### src/rtl/slmm_pkg.sv
`timescale 1ns / 1ps
`default_nettype none
// ----------------------------------------------------------------------------
// slmm_pkg: shared types and constants of the sparse-left matrix multiplier
// Store geometry, request and register codes, the configuration struct and
// the command/status structs between controller and datapath.
// ----------------------------------------------------------------------------
package slmm_pkg;

  // Store geometry: 64 x 64 entries addressed by {row, column}
  localparam int SIDE      = 64;
  localparam int IDX_W     = 6;
  localparam int ADDR_W    = 2 * IDX_W;
  localparam int DIM_W     = 7;
  localparam int VAL_W     = 38;
  localparam int CFG_IDX_W = 3;

  // Request codes
  localparam logic [1:0] REQ_LOAD_A  = 2'd0;
  localparam logic [1:0] REQ_LOAD_B  = 2'd1;
  localparam logic [1:0] REQ_COMPUTE = 2'd2;

  // Register indexes
  localparam logic [CFG_IDX_W-1:0] REG_DIM_M  = 3'd0;
  localparam logic [CFG_IDX_W-1:0] REG_DIM_K  = 3'd1;
  localparam logic [CFG_IDX_W-1:0] REG_DIM_N  = 3'd2;
  localparam logic [CFG_IDX_W-1:0] REG_FLIP_A = 3'd3;
  localparam logic [CFG_IDX_W-1:0] REG_FLIP_B = 3'd4;

  // Effective configuration, dimensions already clamped
  typedef struct packed {
    logic [DIM_W-1:0] dim_m;
    logic [DIM_W-1:0] dim_k;
    logic [DIM_W-1:0] dim_n;
    logic             flip_a;
    logic             flip_b;
  } cfg_t;

  // Controller to datapath commands
  typedef struct packed {
    logic              a_we;
    logic              b_we;
    logic              a_re;
    logic [ADDR_W-1:0] a_raddr;
    logic              a_latch;
    logic              mac_issue;
    logic              mac_first;
    logic [ADDR_W-1:0] b_raddr;
    logic              acc_re;
    logic [IDX_W-1:0]  col;
    logic              out_load;
    logic              out_load_err;
    logic              out_zero;
    logic              out_last;
  } dp_cmd_t;

  // Datapath to controller status
  typedef struct packed {
    logic a_zero;
  } dp_stat_t;

  // Clamp a dimension into 1..lim
  function automatic logic [DIM_W-1:0] eff_dim(logic [DIM_W-1:0] v, logic [DIM_W-1:0] lim);
    logic [DIM_W-1:0] r;
    r = v;
    if (r == '0) r = 7'd1;
    if (r > lim) r = lim;
    return r;
  endfunction

endpackage
`default_nettype wire

### src/rtl/slmm_ctrl.sv
`timescale 1ns / 1ps
`default_nettype none
// ----------------------------------------------------------------------------
// slmm_ctrl: request sequencer
// Takes requests, checks load bounds and compute rows, walks the inner index
// and the output columns of a compute, skips zero A terms and hands results out.
// ----------------------------------------------------------------------------
module slmm_ctrl import slmm_pkg::*; (
  input  wire logic             clk_i,
  input  wire logic             rst_ni,
  input  wire cfg_t             cfg_i,
  input  wire logic             in_valid_i,
  output      logic             in_stall_o,
  input  wire logic [1:0]       req_type_i,
  input  wire logic [IDX_W-1:0] row_index_i,
  input  wire logic [IDX_W-1:0] col_index_i,
  output      logic             out_valid_o,
  input  wire logic             out_stall_i,
  output      dp_cmd_t          cmd_o,
  input  wire dp_stat_t         stat_i
);

  typedef enum logic [3:0] {
    ST_IDLE,
    ST_A_RD,
    ST_A_WAIT,
    ST_B_ISSUE,
    ST_DRAIN1,
    ST_DRAIN2,
    ST_OUT_RD,
    ST_OUT_LOAD,
    ST_OUT_SEND,
    ST_ERR_SEND
  } state_e;

  state_e           state_q;
  logic [IDX_W-1:0] row_q, t_q, j_q;
  logic             any_pass_q, pass_first_q, out_valid_q;

  logic             in_accept, t_last, j_last, row_bad;
  logic [DIM_W-1:0] row7, col7, a_rows, a_cols, b_rows, b_cols;

  assign in_accept = in_valid_i && (state_q == ST_IDLE);
  assign in_stall_o  = (state_q != ST_IDLE);
  assign out_valid_o = out_valid_q;

  // Bounds of the stored matrices
  assign row7   = {1'b0, row_index_i};
  assign col7   = {1'b0, col_index_i};
  assign a_rows = cfg_i.flip_a ? cfg_i.dim_k : cfg_i.dim_m;
  assign a_cols = cfg_i.flip_a ? cfg_i.dim_m : cfg_i.dim_k;
  assign b_rows = cfg_i.flip_b ? cfg_i.dim_n : cfg_i.dim_k;
  assign b_cols = cfg_i.flip_b ? cfg_i.dim_k : cfg_i.dim_n;
  assign row_bad = (row7 >= cfg_i.dim_m);

  assign t_last = (({1'b0, t_q} + 7'd1) == cfg_i.dim_k);
  assign j_last = (({1'b0, j_q} + 7'd1) == cfg_i.dim_n);

  // Datapath commands
  always_comb begin
    cmd_o = '0;
    cmd_o.a_we = in_accept && (req_type_i == REQ_LOAD_A) && (row7 < a_rows) && (col7 < a_cols);
    cmd_o.b_we = in_accept && (req_type_i == REQ_LOAD_B) && (row7 < b_rows) && (col7 < b_cols);
    cmd_o.out_load_err = in_accept && (req_type_i == REQ_COMPUTE) && row_bad;
    unique case (state_q)
      ST_A_RD: begin
        cmd_o.a_re    = 1'b1;
        cmd_o.a_raddr = cfg_i.flip_a ? {t_q, row_q} : {row_q, t_q};
      end
      ST_A_WAIT: begin
        cmd_o.a_latch = 1'b1;
      end
      ST_B_ISSUE: begin
        cmd_o.mac_issue = 1'b1;
        cmd_o.mac_first = pass_first_q;
        cmd_o.acc_re    = 1'b1;
        cmd_o.col       = j_q;
        cmd_o.b_raddr   = cfg_i.flip_b ? {j_q, t_q} : {t_q, j_q};
      end
      ST_OUT_RD: begin
        cmd_o.acc_re = 1'b1;
        cmd_o.col    = j_q;
      end
      ST_OUT_LOAD: begin
        cmd_o.out_load = 1'b1;
        cmd_o.col      = j_q;
        cmd_o.out_zero = !any_pass_q;
        cmd_o.out_last = j_last;
      end
      default: begin
      end
    endcase
  end

  // Sequencer
  always_ff @(posedge clk_i or negedge rst_ni) begin
    if (!rst_ni) begin
      state_q      <= ST_IDLE;
      row_q        <= '0;
      t_q          <= '0;
      j_q          <= '0;
      any_pass_q   <= 1'b0;
      pass_first_q <= 1'b0;
      out_valid_q  <= 1'b0;
    end else begin
      unique case (state_q)
        ST_IDLE: begin
          if (in_accept && (req_type_i == REQ_COMPUTE)) begin
            if (row_bad) begin
              out_valid_q <= 1'b1;
              state_q     <= ST_ERR_SEND;
            end else begin
              row_q      <= row_index_i;
              t_q        <= '0;
              any_pass_q <= 1'b0;
              state_q    <= ST_A_RD;
            end
          end
        end
        ST_A_RD: begin
          state_q <= ST_A_WAIT;
        end
        ST_A_WAIT: begin
          if (stat_i.a_zero) begin
            if (t_last) begin
              state_q <= ST_DRAIN1;
            end else begin
              t_q     <= t_q + 1'b1;
              state_q <= ST_A_RD;
            end
          end else begin
            any_pass_q   <= 1'b1;
            pass_first_q <= !any_pass_q;
            j_q          <= '0;
            state_q      <= ST_B_ISSUE;
          end
        end
        ST_B_ISSUE: begin
          if (j_last) begin
            if (t_last) begin
              state_q <= ST_DRAIN1;
            end else begin
              t_q     <= t_q + 1'b1;
              state_q <= ST_A_RD;
            end
          end else begin
            j_q <= j_q + 1'b1;
          end
        end
        ST_DRAIN1: begin
          state_q <= ST_DRAIN2;
        end
        ST_DRAIN2: begin
          j_q     <= '0;
          state_q <= ST_OUT_RD;
        end
        ST_OUT_RD: begin
          state_q <= ST_OUT_LOAD;
        end
        ST_OUT_LOAD: begin
          out_valid_q <= 1'b1;
          state_q     <= ST_OUT_SEND;
        end
        ST_OUT_SEND: begin
          if (!out_stall_i) begin
            out_valid_q <= 1'b0;
            if (j_last) begin
              state_q <= ST_IDLE;
            end else begin
              j_q     <= j_q + 1'b1;
              state_q <= ST_OUT_RD;
            end
          end
        end
        ST_ERR_SEND: begin
          if (!out_stall_i) begin
            out_valid_q <= 1'b0;
            state_q     <= ST_IDLE;
          end
        end
        default: begin
          state_q <= ST_IDLE;
        end
      endcase
    end
  end

  // A result is only offered from one of the two send states
  a_valid_in_send: assert property (@(posedge clk_i) disable iff (!rst_ni)
    out_valid_q |-> (state_q == ST_OUT_SEND || state_q == ST_ERR_SEND))
    else $error("result valid outside a send state");

  // Requests are never taken while a result is pending
  a_no_accept_while_out: assert property (@(posedge clk_i) disable iff (!rst_ni)
    out_valid_q |-> in_stall_o)
    else $error("request taken while a result is pending");

  // Issued terms stay inside the output width
  a_col_in_range: assert property (@(posedge clk_i) disable iff (!rst_ni)
    cmd_o.mac_issue |-> ({1'b0, j_q} < cfg_i.dim_n))
    else $error("term issued beyond dim_n");

  // A bad row goes straight to the error result
  a_err_path: assert property (@(posedge clk_i) disable iff (!rst_ni)
    (in_accept && (req_type_i == REQ_COMPUTE) && row_bad)
      |=> (state_q == ST_ERR_SEND && out_valid_q))
    else $error("bad row did not raise an error result");

endmodule
`default_nettype wire

### config.mk
export PLATFORM = sky130hd
export DESIGN_NAME = slmm_ctrl
export DESIGN_NICKNAME = d
export VERILOG_FILES = /design/src/rtl/slmm_pkg.sv /design/src/rtl/slmm_ctrl.sv
export SDC_FILE = /design/constraint.sdc
export NUM_CORES = 1
export LEC_CHECK = 0
export ABC_AREA = 1
export BUFFER_PORTS_ARGS = -buffer_cell sky130_fd_sc_hd__buf_2
export CAP_MARGIN = 20
export CORE_MARGIN = 5
export CORE_UTILIZATION = 44
export DETAILED_ROUTE_END_ITERATION = 8
export GPL_TIMING_DRIVEN = 1
export MAX_ROUTING_LAYER = met4
export PLACE_DENSITY = 0.7
export SYNTH_ARGS = -nofsm -noshare
export SYNTH_HDL_FRONTEND = slang
export SYNTH_SLANG_ARGS = --single-unit
### constraint.sdc
create_clock -name clk_i -period 2 [get_ports clk_i]
set_clock_uncertainty 0.1 [all_clocks]
set_input_delay 0.3 -clock clk_i [delete_from_list [all_inputs] [get_ports clk_i]]
set_output_delay 0.3 -clock clk_i [all_outputs]
set_load 0.01 [all_outputs]
### Word level (Yosys, flattened, before mapping)

Index checks and enable logic that the tools add are counted.

| storage, ports and cells | value |
|---|---|
| logic and storage cells | 107 |
| flip-flop bits (word level) | 25 |
| input bits | 42 |
| output and inout port bits | 43 |

| operators by class | value |
|---|---|
| magnitude comparators | 5 |
| equal/unequal tests | 22 |
| bitwise logic cells | 2 |
| reductions and logical operators | 27 |
| $add $sub $neg | 4 |
| muxes and demuxes | 40 |

Operator list:

| operator | count |
|---|---|
| 2-to-1 mux 6 bit | 9 |
| case mux 4 bit (10 select lines) | 1 |
| less-than comparator 6 x 7 -> 1 bit | 4 |
| 2-to-1 mux 7 bit | 4 |
| 2-to-1 mux 12 bit | 2 |
| 2-to-1 mux 4 bit | 6 |
| case mux 6 bit (4 select lines) | 1 |
| case mux 6 bit (3 select lines) | 1 |
| equality test 4 x 3 -> 1 bit (second input constant) | 4 |
| != test 2 bit (second input constant) | 8 |
| adder 6 x 1 -> 7 bit (second input constant) | 2 |
| equality test 7 bit | 2 |
| 2-to-1 mux 14 bit | 1 |
| 2-to-1 mux 13 bit | 1 |
| adder 6 x 1 -> 6 bit (second input constant) | 2 |
| AND reduction 4 bit | 3 |
| logical AND 1 bit | 9 |
| 2-to-1 mux 1 bit | 9 |
| equality test 4 x 2 -> 1 bit (second input constant) | 2 |
| equality test 4 bit (second input constant) | 2 |
| nonzero test 4 bit | 2 |
| >= comparator 6 x 7 -> 1 bit | 1 |
| 2-to-1 mux 3 bit | 2 |
| AND reduction 3 bit | 2 |
| 17 further kinds | 20 |

### Longest topological paths before layout

Gate-level depths: netlist (run 1).

| logic depth | value |
|---|---|
| depth after elaboration | 5 |
| depth in mapped cells | 14 |
| mapped depth without buffers | 14 |

### Worst setup path before layout (run 1)

OpenSTA, ideal clock, no wires.

| timing path | value |
|---|---|
| path kind | input port to output port |
| start | input cfg_i[0] in the netlist's numbering |
| end | output cmd_o[39] in the netlist's numbering |
| slack | -0.286 ns |
| arrival time | 1.886 ns |
| data required time | 1.600 ns |
| stages | 12 |
| buffers on the path | 2 |
| cell sequence | clkbuf_1 buf_1 nand2_1 o21ai_0 ha_1 a21oi_1 o21ai_0 nand3_1 nand3b_1 a21oi_1 nor2_1 nor2_1 |

RTL lines:

| element | RTL line | RTL |
|---|---|---|
| from (decl) | slmm_ctrl.sv:11 | `input wire cfg_t cfg_i,` |
| to (decl) | slmm_ctrl.sv:19 | `output dp_cmd_t cmd_o,` |

==> flow_summary.yaml, run 1 <==
final_layout:
  num-nets-final: 736
  final_core_util: 0.6819
  diodes: 0
  layout_commonest_cell: "nand2_1"
  instances_no_fill: 761
  drive_gt1_frac: 0.3639
  areaGrowthSynthToFinish_pct: 50.42
  layout_common_cells: "nand2_1 (123), buf_2 (79), inv_1 (67)"
floorplanning:
  io_pins: 85
  die_h_um: 93.89
  die_w_um: 93.89
  coreArea_sq_mm: 0.006832
  dieArea_sq_mm: 0.008815
  rows: 30
  start_util: 0.4533
logic_synthesis:
  synth_compound_area_frac: 0.2016
  ys_seq_area_frac: 0.2020
  yosys.area_share.simple: 0.3572
  synth.cell_area_sq_mm: 0.003097
  synth_xor_area_frac: 0.005657
  synth_cell_types: 35
  syn_inst: 515
  synth_warnings: 0
  synth.area.mux_share: 0
  synthAdderAreaFrac: 0.1131
  avgSynthCellArea_sq_um: 6.013
  synth_nets: 585
  synth_top_family_by_area: "simple AND/OR/NAND/NOR gates"
  ys_ff_latch: 25
sta:
  timing.final.ws_setup_ns: -0.2325
  min_period_over_period: 1.116
  tightestPinTransition_ns: 0.6229
  whs_ns: 0.1992
  finalMaxSlewViolations: 0
  layout_min_cycle_time_ns: 2.232
  rsz0062_at_grt: "true"
  setup_tns_ns: -6.876
  slew_headroom: 0.5847
  finalHoldViolations: 0
  fmax_mhz: 447.9
  report.final.setup_viol: 52
worst_hold_path:
  holdCritPathClass: "in -> reg"
cts:
  cts_max_level: 1
  cts.sinks: 25
  numCtsBuffers: 3
  root_buffer: "clkbuf_8"
  clock_insertion_delay_worst_skew_ns: 0.29
  tritoncts: "yes"
  cts.path.max_buffers: 2
  cts.clk_slew.worst_paths_ns: 0.11
global_route:
  antenna_found_initial: 0
  grt_pass1_wl_um: 18080
  gr-total-overflow: 0
  grt_pass1_vias: 3928
  grt_max_degree: 26
  track_usage: 0.2634
place:
  hpwl_um: 8777
  portBuffers: 84
  dp_cells: 731
  gp_congestion: 0.9378
drt:
  ant_nets: 0
  drc_errors: 0
  wl_um: 11780
  first_pass_iters: 5
  drt-vias-per-instance: 5.332
  first_iter_violations: 291
  wl_per_cell_um: 15.48
  vias: 4058
run:
  cap_violations: 0
critical_path:
  critPathRequiredTime_ns: 1.60
  start_kind: "flip-flop"
  worstSetupPathType: "reg -> out"
  end_kind: "output pin"
  arrival_ns: 1.83
  crit_fanout: 6
power:
  total_leakage_power_nw: 2.445
  peakVddDrop_mv: 0.3740
  cellPowerDensity_mw_per_mm2: 855.1
status:
  failed_checks: "negative setup slack"
  status: "finished with violations"
==> cells in the mapped netlist (all sizes together) <==
cell | n | area (sq um)
dfrtp | 25 | 625.6
ha | 28 | 350.3
nand3b | 2 | 15.01
a211oi | 24 | 180.2
nand2 | 129 | 494.2
nand4 | 10 | 62.56
xnor2 | 1 | 8.760
buf | 7 | 38.78
o211ai | 1 | 7.510
or2 | 1 | 6.260
o21bai | 7 | 52.55
o21ai | 49 | 249.0
xor2 | 1 | 8.760
nor2 | 79 | 316.5
inv | 81 | 304.0
nand3 | 30 | 165.2
a21oi | 20 | 100.1
o2111ai | 2 | 17.52
o221ai | 1 | 8.760
and3 | 1 | 6.260
a221oi | 1 | 8.760
nor3 | 7 | 40.04
clkbuf | 8 | 30.03
==> critical path, stage by stage, from the launching register on <==
cell	delay, ns
dfrtp_1	0.41
buf_6	0.14
clkinvlp_4	0.13
nor3_4	0.24
inv_2	0.10
buf_6	0.16
a211oi_2	0.19
buf_2	0.18
==> sequential cells by signal, summed over array words and instances (netlist names) <==
signal and cells:
j_q 6, row_q 6, t_q 6, state_q 4, any_pass_q 1, out_valid_o 1, pass_first_q 1
==> cell type report <==
class | count | area [sq um]
clock buffer | 3 | 41.29
clock inverter | 1 | 8.758
fill | 629 | 2173
inverter | 81 | 320.3
multi-input combinational | 394 | 2426
sequential | 25 | 625.6
tap | 96 | 120.1
timing repair buffer | 161 | 1116
==> stage by stage <==
step                      setup WS (ns)  power, mW  cell area [sq um]
after floorplan                -0.07789      1.963               3105
after global placement          -0.1324      2.690               3966
after detailed placement        -0.1798      2.738               3966
after CTS                       -0.2026      3.608               4402
after global routing            -0.3348      4.256               4658
final                           -0.2325      3.983               4658
==> where the power goes <==
part | switching [mW] | leakage, nW | internal, mW | total (mW)
sequential | 0.102 | 0.317 | 0.653 | 0.755
combinational | 1.65 | 2.10 | 1.23 | 2.88
clock | 0.197 | 0.0261 | 0.147 | 0.344
==> per-layer routing <==
metal | vias to the layer above | GRT usage | wire, um
met3 | 20 | 0.03045 | 566
met1 | 1918 | 0.3090 | 4895
li1 | 1986 | - | -
met2 | 134 | 0.4731 | 6104
met5 | - | - | 0
met4 | 0 | 0.07461 | 216
==> logic make-up after synthesis <==
kind of cell	after synthesis
buf+inv	96
flops	25
fa+ha+maj	28
simple gates	259
xor+xnor	2
compound gates	105
==> repair_timing <==
item / 4_1_cts / 5_1_grt
endpoints found under the setup margin: 52 / 62
resized for setup: 60 / 55
gates cloned: 2 / 1
pin swaps: 15 / 26
endpoints found under the hold margin: 25 / 0
buffers inserted: 14 / 9
hold buffers: 1 / 0
==> worst paths after layout <==
| check | startpoint | endpoint | slack [ns] | depth (start not counted) |
|---|---|---|---|---|
| worst min register to register | out_valid_o$_DFFE_PN0P_ | out_valid_o$_DFFE_PN0P_ | 0.40 | 2 |
| max in group asynchronous | rst_ni | j_q[5]$_DFFE_PN0P_ | 0.93 | 2 |
| worst max-delay path | state_q[1]$_DFFE_PN0P_ | cmd_o[18] | -0.23 | 7 |
| worst max register to register | j_q[1]$_DFFE_PN0P_ | j_q[1]$_DFFE_PN0P_ | -0.13 | 11 |
| worst min-delay path | row_index_i[0] | row_q[0]$_DFFE_PN0P_ | 0.20 | 3 |
| min in group asynchronous | rst_ni | state_q[2]$_DFFE_PN0P_ | 0.45 | 2 |
(Power assumes the default switching activity.)
==> run 2, diff against run 1 <==
--- a/config.mk
+++ b/config.mk
@@ -8,6 +8,7 @@
 export ABC_AREA = 1
 export BUFFER_PORTS_ARGS = -buffer_cell sky130_fd_sc_hd__buf_2
 export CAP_MARGIN = 20
+export CORE_ASPECT_RATIO = 1.1
 export CORE_MARGIN = 5
 export CORE_UTILIZATION = 44
 export DETAILED_ROUTE_END_ITERATION = 8
==> run 2 against run 1 <==
- the flow still finishes with violations (negative setup slack)
- critical path type unchanged
- global-route usage down 0.80 points
- clock-buffer cell count unchanged
- setup slack worse by 0.016 ns
- worst hold slack better by 0.016 ns
- first-iteration DRC count down 16%
- fmax down 0.71%
- critical path depth up 2
- largest power group unchanged
- die area about the same
- core utilization down 0.97 points
- sequential power down 1%
- combinational power down 4%
==> flow_summary.yaml, run 2 (same netlist as run 1, synthesis figures left out) <==
cts:
  clock_insertion_delay_worst_skew_ns: 0.28
  numCtsBuffers: 3
  root_buffer: "clkbuf_8"
  cts.path.max_buffers: 2
  tritoncts: "yes"
  cts.sinks: 25
  cts.clk_slew.worst_paths_ns: 0.11
  cts_max_level: 1
floorplanning:
  io_pins: 85
  die_h_um: 97.99
  rows: 32
  coreArea_sq_mm: 0.006927
  die_w_um: 89.99
  start_util: 0.4471
  dieArea_sq_mm: 0.008818
final_layout:
  fin_area_sq_mm: 0.004656
  layout_commonest_cell: "nand2_1"
  reg_top3: "j_q x6, row_q x6, t_q x6"
  drive_gt1_frac: 0.3683
  diodes: 0
  areaGrowthSynthToFinish_pct: 50.34
  num-nets-final: 728
  layout_common_cells: "nand2_1 (116), buf_2 (79), inv_1 (71)"
global_route:
  gr-total-overflow: 0
  antenna_found_initial: 0
  track_usage: 0.2555
  grt_pass1_wl_um: 18110
  grt_pass1_vias: 3800
  grt_max_degree: 26
sta:
  finalHoldViolations: 0
  slew_headroom: 0.5887
  timing.final.ws_setup_ns: -0.2485
  min_period_over_period: 1.124
  tightestPinTransition_ns: 0.6169
  whs_ns: 0.2153
  fmax_mhz: 444.8
  report.final.setup_viol: 53
  rsz0062_at_grt: "true"
  finalMaxSlewViolations: 0
  layout_min_cycle_time_ns: 2.248
critical_path:
  arrival_ns: 1.85
  critPathRequiredTime_ns: 1.60
  end_kind: "output pin"
  worstSetupPathType: "reg -> out"
  cpMaxStageDelayCell: "dfrtp_1"
  path_cells: "ha_4 -> nand2_1 -> nand3_1 -> nand2_1 -> nand3_1 -> nor2_1 -> nand3_4 -> nor2_2 -> buf_2"
  cp.buffers_inverters: 1
  slowest_delay_ns: 0.43
  crit_fanout: 4
  crit_family: "simple AND/OR/NAND/NOR gates"
  start_kind: "flip-flop"
status:
  failed_checks: "negative setup slack"
  status: "finished with violations"
worst_hold_path:
  holdCritPathClass: "in -> reg"
power:
  peakVddDrop_mv: 0.7370
  total_leakage_power_nw: 2.419
  cellPowerDensity_mw_per_mm2: 825.5
place:
  portBuffers: 84
  place_area_sq_mm: 0.003950
  post-place-ws_ns: -0.1955
  hpwl_um: 9214
  gp_congestion: 0.9304
drt:
  drt-vias-per-instance: 5.419
  first_pass_iters: 5
  wl_per_cell_um: 15.87
  wl_um: 11770
  first_iter_violations: 244
  vias: 4021
  ant_nets: 0
  drc_errors: 0
run:
  cap_violations: 0
-- run 2: area by class of cell --
class | count | area [sq um]
flip-flops and latches | 25 | 625.6
repair inverters | 1 | 7.507
clock inverters | 1 | 8.758
clock buffers | 3 | 41.29
fillers | 624 | 2271
multi-input cells | 394 | 2487
well taps | 85 | 106.4
inverters | 81 | 315.3
repair buffers | 152 | 1064
-- run 2: layer usage --
layer / global-route usage / up-vias / routed length [um]
met2: 0.4476 / 138 / 5907
li1: - / 1970 / -
met5: - / - / 0
met1: 0.3078 / 1886 / 4921
met4: 0.09049 / 0 / 407
met3: 0.01849 / 27 / 535
-- run 2: final timing paths --
check	startpoint	endpoint	slack, ns	depth (start not counted)
max	j_q[0]$_DFFE_PN0P_	cmd_o[0]	-0.25	9
min	row_index_i[0]	row_q[0]$_DFFE_PN0P_	0.22	3
max reg2reg	j_q[0]$_DFFE_PN0P_	t_q[0]$_DFFE_PN0P_	-0.12	13
min reg2reg	out_valid_o$_DFFE_PN0P_	out_valid_o$_DFFE_PN0P_	0.40	2
max in group asynchronous	rst_ni	pass_first_q$_DFFE_PN0P_	0.94	2
min in group asynchronous	rst_ni	state_q[3]$_DFFE_PN0P_	0.45	2
-- run 2: power breakdown --
| part | switching (mW) | total, mW | internal (mW) |
|---|---|---|---|
| clock | 0.191 | 0.337 | 0.146 |
| combinational | 1.66 | 2.76 | 1.10 |
| sequential | 0.0919 | 0.745 | 0.653 |
| total | 1.95 | 3.84 | 1.90 |
-- run 2: timing repair --
item | 4_1_cts | 5_1_grt
setup buffers | 8 | 11
hold buffers | 1 | 0
cloned | 2 | 2
hold endpoints to repair | 25 | 0
gates resized for setup | 68 | 67
endpoints found under the setup margin | 51 | 63
pin swaps | 24 | 27
-- run 2: per-stage QoR --
step                power [mW]  utilization  setup TNS, ns  std cells
floorplan                1.963            -       -0.07789        515
finish                   3.843       0.6721         -6.334        742
global placement         2.703       0.5703        -0.7382        718
CTS                      3.467       0.6272         -3.206        732
global route             4.113       0.6721         -11.76        742
detailed placement       2.753       0.5703         -1.566        718
-- run 2: worst min-delay path, delay by kind of cell --
family | cells | cell delay [ns]
AOI/OAI and AO/OA | 1 | 0.06
buffers and inverters | 1 | 0.13
and+or+nand+nor | 1 | 0.07
==> run 3, diff against run 2 <==
--- a/config.mk
+++ b/config.mk
@@ -8,13 +8,12 @@
 export ABC_AREA = 1
 export BUFFER_PORTS_ARGS = -buffer_cell sky130_fd_sc_hd__buf_2
 export CAP_MARGIN = 20
-export CORE_ASPECT_RATIO = 1.1
 export CORE_MARGIN = 5
-export CORE_UTILIZATION = 44
+export CORE_UTILIZATION = 30
 export DETAILED_ROUTE_END_ITERATION = 8
 export GPL_TIMING_DRIVEN = 1
 export MAX_ROUTING_LAYER = met4
-export PLACE_DENSITY = 0.7
+export PLACE_DENSITY = 0.5
 export SYNTH_ARGS = -nofsm -noshare
 export SYNTH_HDL_FRONTEND = slang
 export SYNTH_SLANG_ARGS = --single-unit
==> run 3 against run 2 <==
- the run still ends with negative setup slack left
- global-route usage shrank 5.2 points
- final area rose by 7.0%
- critical path type unchanged
- routed wire length rose by 8.4%
- final cell count grew 11%
- sequential cell count is the same
- setup slack is essentially flat
- first-iteration DRC count shrank 17%
==> flow_summary.yaml, run 3 (same netlist as run 1, synthesis figures left out) <==
critical_path:
  cpMaxStageDelayCell: "dfrtp_1"
  crit_family: "buffers and inverters"
  path_cells: "buf_6 -> clkinvlp_4 -> nor3_4 -> inv_4 -> buf_6 -> o21ai_4 -> nor2_4 -> nor2_1 -> buf_2"
  critPathRequiredTime_ns: 1.60
  slowest_delay_ns: 0.40
  cp.buffers_inverters: 5
  cp_common_cell: "buf_6"
  worstSetupPathType: "reg -> out"
  start_kind: "flip-flop"
  crit_fanout: 6
  end_kind: "output pin"
  arrival_ns: 1.85
global_route:
  grt_pass1_wl_um: 19970
  antenna_found_initial: 0
  grt_max_degree: 26
  track_usage: 0.2036
  gr-total-overflow: 0
  grt_pass1_vias: 3994
drt:
  drt-vias-per-instance: 4.927
  drc_errors: 0
  vias: 4050
  ant_nets: 0
  wl_per_cell_um: 15.52
  first_pass_iters: 4
  first_iter_violations: 202
  wl_um: 12760
final_layout:
  fin_area_sq_mm: 0.004984
  fillers: 1069
  final_core_util: 0.4893
  ff_latch_area_sq_um: 625.6
  reg_top3: "j_q x6, row_q x6, t_q x6"
  layout_commonest_cell: "nand2_1"
  diodes: 0
  areaGrowthSynthToFinish_pct: 60.93
  multiInputGateArea_sq_mm: 0.002487
  drive_gt1_frac: 0.3790
  instances_no_fill: 822
  layout_common_cells: "nand2_1 (124), buf_4 (80), buf_2 (78)"
  num-nets-final: 757
floorplanning:
  dieArea_sq_mm: 0.01245
  die_w_um: 111.6
  io_pins: 85
  coreArea_sq_mm: 0.01018
  rows: 37
  die_h_um: 111.6
  start_util: 0.3041
sta:
  setup_tns_ns: -8.657
  report.final.setup_viol: 55
  tightestPinTransition_ns: 0.6461
  rsz0062_at_grt: "true"
  timing.final.ws_setup_ns: -0.2488
  min_period_over_period: 1.124
  layout_min_cycle_time_ns: 2.249
  finalMaxSlewViolations: 0
  whs_ns: 0.2144
  slew_headroom: 0.5692
  finalHoldViolations: 0
  fmax_mhz: 444.7
power:
  cellPowerDensity_mw_per_mm2: 873.9
  peakVddDrop_mv: 0.6390
  total_power_mw: 4.355
  total_leakage_power_nw: 2.578
cts:
  tritoncts: "yes"
  numCtsBuffers: 3
  cts.clk_slew.worst_paths_ns: 0.12
  cts.path.max_buffers: 2
  clock_insertion_delay_worst_skew_ns: 0.29
  root_buffer: "clkbuf_8"
  cts.sinks: 25
  cts_max_level: 1
place:
  post-place-ws_ns: -0.1689
  gp_congestion: 0.9225
  dp_cells: 786
  hpwl_um: 10050
  portBuffers: 84
  place_area_sq_mm: 0.004141
status:
  status: "finished with violations"
  failed_checks: "negative setup slack"
run:
  cap_violations: 0
worst_hold_path:
  holdCritPathClass: "in -> reg"
## run 3: where the power goes
group	switching, mW	total [mW]	internal, mW	leakage [nW]
registers	0.0960	0.749	0.653	0.317
clock network	0.208	0.355	0.147	0.0261
logic	1.77	3.25	1.48	2.24
## run 3: final timing paths
check                      slack [ns]                       to  depth (start not counted)                    start
setup reg to reg                -0.24       j_q[1]$_DFFE_PN0P_                         13       j_q[0]$_DFFE_PN0P_
max in group asynchronous        0.91       j_q[2]$_DFFE_PN0P_                          2                   rst_ni
hold reg to reg                  0.40  out_valid_o$_DFFE_PN0P_                          2  out_valid_o$_DFFE_PN0P_
setup / recovery                -0.25                 cmd_o[7]                          9   state_q[1]$_DFFE_PN0P_
hold / removal                   0.21     row_q[0]$_DFFE_PN0P_                          3           row_index_i[0]
min in group asynchronous        0.46  out_valid_o$_DFFE_PN0P_                          2                   rst_ni
## run 3: final cells by class
cell class,count,share of cell area
multi-input cells,394,0.4991
well taps,136,0.03415
clock buffers,3,0.008285
flip-flops and latches,25,0.1255
repair inverters,1,0.001506
inverters,81,0.06628
clock inverters,1,0.001757
repair buffers,181,0.2634
## run 3: timing repair
action / CTS / global route
buffers inserted: 20 / 11
gates resized for setup: 87 / 42
gates cloned: 3 / 0
setup endpoints to repair: 51 / 59
hold buffers: 1 / 0
pin swaps: 14 / 15
hold endpoints to repair: 25 / 0
## run 3: tightest hold or removal path: cells and delay by family
| kind | cells | cell delay [ns] |
|---|---|---|
| compound gates | 1 | 0.07 |
| buf+inv | 1 | 0.12 |
| simple gates | 1 | 0.08 |
## run 3: per-layer routing
| metal | wire, um | vias to the layer above | GRT usage |
|---|---|---|---|
| met5 | 0 | - | - |
| met4 | 201 | 0 | 0.04542 |
| met3 | 411 | 12 | 0.01848 |
| met2 | 6354 | 99 | 0.3498 |
| met1 | 5790 | 1912 | 0.2607 |
| li1 | - | 2027 | - |
